## config.mk

```make
export PLATFORM = sky130hd
export DESIGN_NAME = lcm_via_euclid_gcd
export DESIGN_NICKNAME = d
export VERILOG_FILES = /design/src/rtl/core/lcm_pkg.sv /design/src/rtl/core/lcm_via_euclid_gcd.sv /design/src/rtl/core/lcm_datapath.sv /design/src/rtl/core/lcm_ctrl.sv
export SDC_FILE = /design/constraint.sdc
export NUM_CORES = 1
export LEC_CHECK = 0
export BUFFER_PORTS_ARGS = -buffer_cell sky130_fd_sc_hd__buf_2
export CAP_MARGIN = 10
export CORE_AREA = 2 2 197 199
export DETAILED_ROUTE_END_ITERATION = 16
export DIE_AREA = 0 0 199 201
export GPL_TIMING_DRIVEN = 0
export PLACE_DENSITY = 0.65
export SLEW_MARGIN = 0
export SYNTH_ARGS = -nofsm -noshare
export SYNTH_HDL_FRONTEND = slang
export SYNTH_SLANG_ARGS = --single-unit
export TNS_END_PERCENT = 100
```

## constraint.sdc

```tcl
create_clock -name clk_i -period 6.1 [get_ports clk_i]
set_clock_uncertainty 0.2 [all_clocks]
set_input_delay 1.83 -clock clk_i [delete_from_list [all_inputs] [get_ports clk_i]]
set_output_delay 1.83 -clock clk_i [all_outputs]
set_load 0.01 [all_outputs]
```

## src/rtl/core/lcm_pkg.sv

```systemverilog
// Shared constants and controller/datapath interface types for the LCM block.
package lcm_pkg;

  localparam int OPERAND_WIDTH = 32;
  localparam int CNT_W         = $clog2(OPERAND_WIDTH);

  typedef enum logic {
    DIV_GCD,
    DIV_QUO
  } div_sel_e;

  typedef struct packed {
    logic     load;
    logic     div_start;
    div_sel_e div_sel;
    logic     div_step;
    logic     euclid_swap;
    logic     mul_start;
    logic     mul_step;
    logic     capture;
  } cmd_t;

  typedef struct packed {
    logic y_zero;
    logic op_zero;
    logic step_last;
  } status_t;

endpackage

```

## src/rtl/core/lcm_via_euclid_gcd.sv

```systemverilog
// Top level of the LCM block: Euclid GCD followed by a divide and a multiply.
//
// Each input transfer carries two unsigned 32-bit operands and yields exactly one result
// transfer holding their greatest common divisor, the low 32 bits of their least common
// multiple (computed as operand_a / gcd * operand_b) and an overflow flag that is set when
// the true multiple does not fit in 32 bits. A zero operand gives the other operand as the
// divisor and a multiple of 0 with no overflow. The block works on one operand pair at a
// time; all arithmetic runs through one restoring divider and one shift-add multiplier,
// each retiring one bit per cycle. An item runs a chain of Euclid remainder steps (each a
// full division plus setup and swap), followed by one division for the quotient and a
// multiply; the chain has at most about 46 steps for 32-bit operands, and an item with a
// zero operand skips the quotient divide and the multiply. A finished result sits in an
// output register, so the next operand pair is taken while that result still waits for
// its transfer.
module lcm_via_euclid_gcd (
  input  logic                             clk_i,
  input  logic                             rst_ni,
  input  logic                             in_valid_i,
  output logic                             in_ready_o,
  input  logic [lcm_pkg::OPERAND_WIDTH-1:0] operand_a_i,
  input  logic [lcm_pkg::OPERAND_WIDTH-1:0] operand_b_i,
  output logic                             out_valid_o,
  input  logic                             out_ready_i,
  output logic [lcm_pkg::OPERAND_WIDTH-1:0] common_multiple_o,
  output logic [lcm_pkg::OPERAND_WIDTH-1:0] common_divisor_o,
  output logic                             overflow_o
);
  import lcm_pkg::*;

  // Commands flow from the controller to the datapath; status flows back.
  cmd_t    cmd;
  status_t status;

  lcm_ctrl u_ctrl (
    .clk_i       (clk_i),
    .rst_ni      (rst_ni),
    .in_valid_i  (in_valid_i),
    .in_ready_o  (in_ready_o),
    .out_valid_o (out_valid_o),
    .out_ready_i (out_ready_i),
    .status_i    (status),
    .cmd_o       (cmd)
  );

  // The datapath holds the operands, the Euclid pair, the shared divider, the multiplier
  // and the result registers that drive the output ports.
  lcm_datapath u_datapath (
    .clk_i             (clk_i),
    .rst_ni            (rst_ni),
    .cmd_i             (cmd),
    .status_o          (status),
    .operand_a_i       (operand_a_i),
    .operand_b_i       (operand_b_i),
    .common_multiple_o (common_multiple_o),
    .common_divisor_o  (common_divisor_o),
    .overflow_o        (overflow_o)
  );

endmodule

```

## src/rtl/core/lcm_datapath.sv

```systemverilog
// Datapath of the LCM block: operand registers, shared divider, multiplier, result registers.
module lcm_datapath (
  input  logic                             clk_i,
  input  logic                             rst_ni,
  input  lcm_pkg::cmd_t                    cmd_i,
  output lcm_pkg::status_t                 status_o,
  input  logic [lcm_pkg::OPERAND_WIDTH-1:0] operand_a_i,
  input  logic [lcm_pkg::OPERAND_WIDTH-1:0] operand_b_i,
  output logic [lcm_pkg::OPERAND_WIDTH-1:0] common_multiple_o,
  output logic [lcm_pkg::OPERAND_WIDTH-1:0] common_divisor_o,
  output logic                             overflow_o
);
  import lcm_pkg::*;

  localparam int W = OPERAND_WIDTH;

  logic [W-1:0]     a_q, b_q, x_q, y_q;
  logic [W-1:0]     rem_q;
  logic [W-1:0]     quo_q, dvs_q;
  logic [W-1:0]     hi_q, lo_q, mcand_q;
  logic [CNT_W-1:0] cnt_q;
  logic [W-1:0]     res_mult_q, res_gcd_q;
  logic             res_ovf_q;

  logic [W:0]       trial;
  logic [W:0]       diff;
  logic             fits;
  logic [W:0]       acc;

  // One restoring division bit per step.
  assign trial = {rem_q, quo_q[W-1]};
  assign fits  = (trial >= {1'b0, dvs_q});
  assign diff  = trial - {1'b0, dvs_q};
  // One shift-add multiply bit per step.
  assign acc   = {1'b0, hi_q} + (lo_q[0] ? {1'b0, mcand_q} : '0);

  always_ff @(posedge clk_i or negedge rst_ni) begin
    if (!rst_ni) begin
      cnt_q <= '0;
    end else if (cmd_i.div_start || cmd_i.mul_start) begin
      cnt_q <= '0;
    end else if (cmd_i.div_step || cmd_i.mul_step) begin
      cnt_q <= cnt_q + 1'b1;
    end
  end

  always_ff @(posedge clk_i) begin
    if (cmd_i.load) begin
      a_q <= operand_a_i;
      b_q <= operand_b_i;
      x_q <= operand_a_i;
      y_q <= operand_b_i;
    end
    if (cmd_i.euclid_swap) begin
      x_q <= y_q;
      y_q <= rem_q;
    end
    if (cmd_i.div_start) begin
      rem_q <= '0;
      if (cmd_i.div_sel == DIV_GCD) begin
        quo_q <= x_q;
        dvs_q <= y_q;
      end else begin
        quo_q <= a_q;
        dvs_q <= x_q;
      end
    end else if (cmd_i.div_step) begin
      if (fits) begin
        rem_q <= diff[W-1:0];
        quo_q <= {quo_q[W-2:0], 1'b1};
      end else begin
        rem_q <= trial[W-1:0];
        quo_q <= {quo_q[W-2:0], 1'b0};
      end
    end
    if (cmd_i.mul_start) begin
      hi_q    <= '0;
      lo_q    <= b_q;
      mcand_q <= quo_q;
    end else if (cmd_i.mul_step) begin
      hi_q <= acc[W:1];
      lo_q <= {acc[0], lo_q[W-1:1]};
    end
    if (cmd_i.capture) begin
      res_gcd_q <= x_q;
      if (status_o.op_zero) begin
        res_mult_q <= '0;
        res_ovf_q  <= 1'b0;
      end else begin
        res_mult_q <= lo_q;
        res_ovf_q  <= (hi_q != '0);
      end
    end
  end

  assign status_o.y_zero    = (y_q == '0);
  assign status_o.op_zero   = (a_q == '0) || (b_q == '0);
  assign status_o.step_last = (cnt_q == CNT_W'(W - 1));

  assign common_multiple_o = res_mult_q;
  assign common_divisor_o  = res_gcd_q;
  assign overflow_o        = res_ovf_q;

endmodule

```

## src/rtl/core/lcm_ctrl.sv

```systemverilog
// Controller state machine of the LCM block.
module lcm_ctrl (
  input  logic              clk_i,
  input  logic              rst_ni,
  input  logic              in_valid_i,
  output logic              in_ready_o,
  output logic              out_valid_o,
  input  logic              out_ready_i,
  input  lcm_pkg::status_t  status_i,
  output lcm_pkg::cmd_t     cmd_o
);
  import lcm_pkg::*;

  localparam logic [2:0] S_IDLE  = 3'd0;
  localparam logic [2:0] S_CHECK = 3'd1;
  localparam logic [2:0] S_GDIV  = 3'd2;
  localparam logic [2:0] S_SWAP  = 3'd3;
  localparam logic [2:0] S_QDIV  = 3'd4;
  localparam logic [2:0] S_MINIT = 3'd5;
  localparam logic [2:0] S_MUL   = 3'd6;
  localparam logic [2:0] S_DONE  = 3'd7;

  logic [2:0] state_q, state_d;
  logic       out_valid_q, out_valid_d;

  always_comb begin
    state_d    = state_q;
    cmd_o      = '0;
    in_ready_o = 1'b0;
    case (state_q)
      S_IDLE: begin
        in_ready_o = 1'b1;
        if (in_valid_i) begin
          cmd_o.load = 1'b1;
          state_d    = S_CHECK;
        end
      end
      S_CHECK: begin
        if (!status_i.y_zero) begin
          cmd_o.div_start = 1'b1;
          cmd_o.div_sel   = DIV_GCD;
          state_d         = S_GDIV;
        end else if (status_i.op_zero) begin
          state_d = S_DONE;
        end else begin
          cmd_o.div_start = 1'b1;
          cmd_o.div_sel   = DIV_QUO;
          state_d         = S_QDIV;
        end
      end
      S_GDIV: begin
        cmd_o.div_step = 1'b1;
        if (status_i.step_last) begin
          state_d = S_SWAP;
        end
      end
      S_SWAP: begin
        cmd_o.euclid_swap = 1'b1;
        state_d           = S_CHECK;
      end
      S_QDIV: begin
        cmd_o.div_step = 1'b1;
        if (status_i.step_last) begin
          state_d = S_MINIT;
        end
      end
      S_MINIT: begin
        cmd_o.mul_start = 1'b1;
        state_d         = S_MUL;
      end
      S_MUL: begin
        cmd_o.mul_step = 1'b1;
        if (status_i.step_last) begin
          state_d = S_DONE;
        end
      end
      S_DONE: begin
        if (!out_valid_q || out_ready_i) begin
          cmd_o.capture = 1'b1;
          state_d       = S_IDLE;
        end
      end
      default: begin
        state_d = S_IDLE;
      end
    endcase
  end

  assign out_valid_d = cmd_o.capture ? 1'b1 : (out_valid_q && !out_ready_i);
  assign out_valid_o = out_valid_q;

  always_ff @(posedge clk_i or negedge rst_ni) begin
    if (!rst_ni) begin
      state_q     <= S_IDLE;
      out_valid_q <= 1'b0;
    end else begin
      state_q     <= state_d;
      out_valid_q <= out_valid_d;
    end
  end

`ifndef SYNTHESIS
  a_load_to_check: assert property (@(posedge clk_i) disable iff (!rst_ni)
    cmd_o.load |=> (state_q == S_CHECK))
    else $error("load did not lead to the check state");
  a_gcd_divisor_nonzero: assert property (@(posedge clk_i) disable iff (!rst_ni)
    (state_q == S_GDIV) |-> !status_i.y_zero)
    else $error("remainder step with a zero divisor");
  a_capture_free_slot: assert property (@(posedge clk_i) disable iff (!rst_ni)
    cmd_o.capture |-> (!out_valid_q || out_ready_i))
    else $error("result overwritten before its transfer");
  a_capture_sets_valid: assert property (@(posedge clk_i) disable iff (!rst_ni)
    cmd_o.capture |=> out_valid_q)
    else $error("captured result not presented");
`endif

endmodule

```

==> results.md <==
- Post-synth EDFFs: 321
- First-pass GRT wire length: approximately 73000 um
- Max VDD drop: a little under 200 uV
- Final period util: about nine tenths
- Antenna diodes: 0
- Hold Fails Final Rpt: 0
- Slew @ Worst Pin: between 1 and 1.5 ns
- DRC Markers: 0
- Most frequent cells in the layout: edfxtp_1 (321), nand2_1 (204), buf_2 (144)
- CTS H-tree depth: 2
- Ports: approximately 140
- Root buffer cell: clkbuf_16
- Mapped Avg Cell Area: 11.9 um2
- Post-Syn Area: around 0.019 mm2
- Port bufs: between 100 and 150
- Filler instances: about 3200
- Multiplexer area fraction after synthesis: under 10%
- Area Growth Syn to Fin: 14.6%
- Vias in the first global route: about 13000
- Grt ovf: 0
- Internal reg-to-reg setup slack: approximately 0.72 ns
- # setup viols final: 0
- Hold Path Origin: u_datapath.quo_q[9]
- Xor-xnor portion of the synthesized cell area: roughly 2.5%
- Power, Total: around 10 mW
- Pwr Density: 470 mW/mm2
- Worst hold path depth: 0
- Setup slack after layout: around 0.72 ns
- Worst EP required: between 6 and 7 ns
- Synth Instances: about 1600
- Fin crit period: around 5.4 ns
- Peak fanout along the critical path: 22
- Die Ht: 201 um
- Initial antenna violation count: 0
- Metal2 WL: ~23000 um
- # rows: approximately 70
- Leakage dissipation: between 8 and 9 nW
- CP Capture Type: register
- Min Hold Slack: 0.251 ns
- Post-synthesis compound-gate area fraction: 11.8%
- Layout cells sized above 1: roughly 17%
- Most common cell after layout, fill and taps aside: edfxtp_1
- Flip-flop and latch area: roughly 0.011 mm2
- Max Cap Viol: 0
- CTS tree: done
- Crit path DAT: around 5.5 ns
- Metal-1 WL: about 21000 um
- Worst skew pair latency: 0.55 ns
- DRT Pass-1 Iters: 5
- Post-Synth Adder-Cell Area: 4.64%
- Vias/cell: roughly 5.5
- Fmax: between 0.15 and 0.2 GHz
- Post-synthesis sequential area ratio: 59.8%
- Routed wl met3: roughly 2500 um
- Syn Nets: 1707
- Worst slack, placed: between 0.4 and 0.5 ns
- Max layer used: met4
- Total Wirelength: 47200 um
- Status: finished, final reports clean
- Max-slew violations: 0
- R2R cell count: 11
- Hold endpoint: u_datapath.mcand_q[9]
- Via count: 12781
- Synth Register Bits: ~400
- CTS buffer count: 40
- Hold Crit Class: reg2reg
- CP Launch Type: register
- Netlist cell types: 75
- Final GP Congestion: ~0.90
- Multi-input gate area: approximately 0.0071 mm2
- Cts repair resizes: 0
- R2r endpoint: u_datapath.quo_q[26]
- RSZ-0062 raised after global routing: no
- Post-synthesis simple-gate area fraction: 12.8%
- Worst-case clock buffer depth: 3
- Initial DRC count: between 1000 and 1500
- Initial Utilization: 48.9%
- DP Wirelength: roughly 36000 um
- Final nets: approximately 1900
- Ys flop type: edfxtp_1
- Largest family of logic cells by synthesized area: simple AND/OR/NAND/NOR gates
- Worst-path clk slew: 0.06 ns
- Die area: about 0.04 mm2
- Post-DR wirelength/cell: 20.5 um
- ANT nets after route: 0
- Die W: ~200 um
- Asr flop ratio synth: about 2.3%
- FF-to-FF Start: u_datapath.y_q[8]
- Non-Filler Instances: around 2300
- Core area: about 0.038 mm2
- GRT Overall Usage: around a quarter
- # Post-CTS Setup Buffers: 0
- Clock sinks: approximately 390
- Largest net degree at the start of global routing: between 60 and 70
- Synth warn: 0
- Crit path kind: reg2reg
- Slew margin rel.: 30.3%
- Dpl cells: 2229
- Hold_buf cts: 0
-- final cells by class --
class / count / area share (%)
Buffer: 65 / 1.22
Clock buffer: 53 / 5.01
Clock inverter: 20 / 0.632
Inverter: 53 / 0.931
Multi-Input combinational cell: 1059 / 33.1
Sequential cell: 394 / 52.2
Tap cell: 518 / 3.03
Timing Repair Buffer: 141 / 3.97
-- power by group --
part           switching [mW]  internal (mW)  total (mW)
Combinational            2.17           1.47        3.64
Sequential              0.424           3.69        4.11
Clock                    1.01           1.28        2.29
-- layer usage --
metal / track usage [%] / vias to the layer above
li1: - / 6205
met1: 33.2 / 6156
met2: 39.8 / 353
met3: 3.38 / 67
met4: 6.08 / 0
met5: 0 / -
-- worst max-delay path, stage by stage, from the launching register on --
cell and delay (ns):
edfxtp_1 0.43, nor4_1 0.45, nand4_1 0.28, nor2_1 0.40, inv_1 0.13, o21ai_1 0.82, inv_1 0.48, buf_16 0.30
buf_16 0.16, nor2_1 0.63, inv_1 0.49, buf_16 0.30
-- through the flow --
step / setup TNS (ns) / util, % / area (um2)
2_1_floorplan: 0 / - / 18700
3_3_place_gp: -46.31 / 52.4 / 20000
3_5_place_dp: 0 / 52.8 / 20100
4_1_cts: 0 / 56.0 / 21300
5_1_grt: 0 / 56.1 / 21400
6_report: 0 / 56.1 / 21400
-- state kept, by name (all words and copies together) (netlist names) --
signal,flops
u_datapath.quo_q,32
u_datapath.x_q,32
u_datapath.b_q,32
u_datapath.lo_q,32
u_ctrl.state_q,3
u_datapath.rem_q,32
u_datapath.hi_q,32
u_datapath.a_q,32
u_datapath.common_multiple_o,32
u_datapath.y_q,32
u_datapath.mcand_q,32
u_datapath.overflow_o,1
u_ctrl.out_valid_o,1
u_datapath.common_divisor_o,32
u_datapath.cnt_q,5
u_datapath.dvs_q,32
-- Yosys cell counts (6+ instances only) --
cell type  number  area share, %
o211ai_1        8           0.32
a21o_1         61            2.5
inv_1          53            1.1
o21a_1          8           0.32
nand4_1        21           0.70
nand2b_1        6           0.20
dfrtp_1         9            1.2
nor4_1         35            1.2
mux2i_1        41            2.2
buf_2           9           0.24
or3_1           6           0.20
dfxtp_1        64            6.9
nor2_1         66            1.3
o21bai_1        9           0.36
and3_1          8           0.27
mux2_2         64            3.9
o21ai_0        89            2.4
xnor2_1        30            1.4
a31oi_1         7           0.23
nand3_1        45            1.2
nand2_1       205            4.1
nor2b_1         8           0.27
o21ai_1         7           0.19
ha_1           66            4.4
nor3_1          9           0.24
a21oi_1        80            2.1
xor2_1         23            1.1
edfxtp_1      321             52
a211oi_1       13           0.52
and2_1         68            2.3
clkbuf_1       52            1.0
-- worst max-delay path by stage --
| stage | startpoint | end | cells after the start |
|---|---|---|---|
| 2_1_floorplan | out_ready_i | u_datapath.common_divisor_o[0] | 2 |
| 3_3_place_gp | out_ready_i | u_datapath.common_multiple_o[5] | 3 |
| 4_1_cts | u_datapath.a_q[24] | u_datapath.quo_q[26] | 9 |
| 6_report | u_datapath.y_q[8] | u_datapath.quo_q[26] | 11 |
| 5_1_grt | u_datapath.y_q[9] | u_datapath.quo_q[26] | 11 |
| 3_5_place_dp | u_datapath.a_q[24] | u_datapath.quo_q[26] | 9 |
-- logic make-up after synthesis --
kind of cell | count (synthesis)
mux | 105
fa+ha+maj | 68
flops | 394
xor+xnor | 53
simple gates | 495
compound gates | 338
buf+inv | 118
Power figures use the tool's default switching activity.
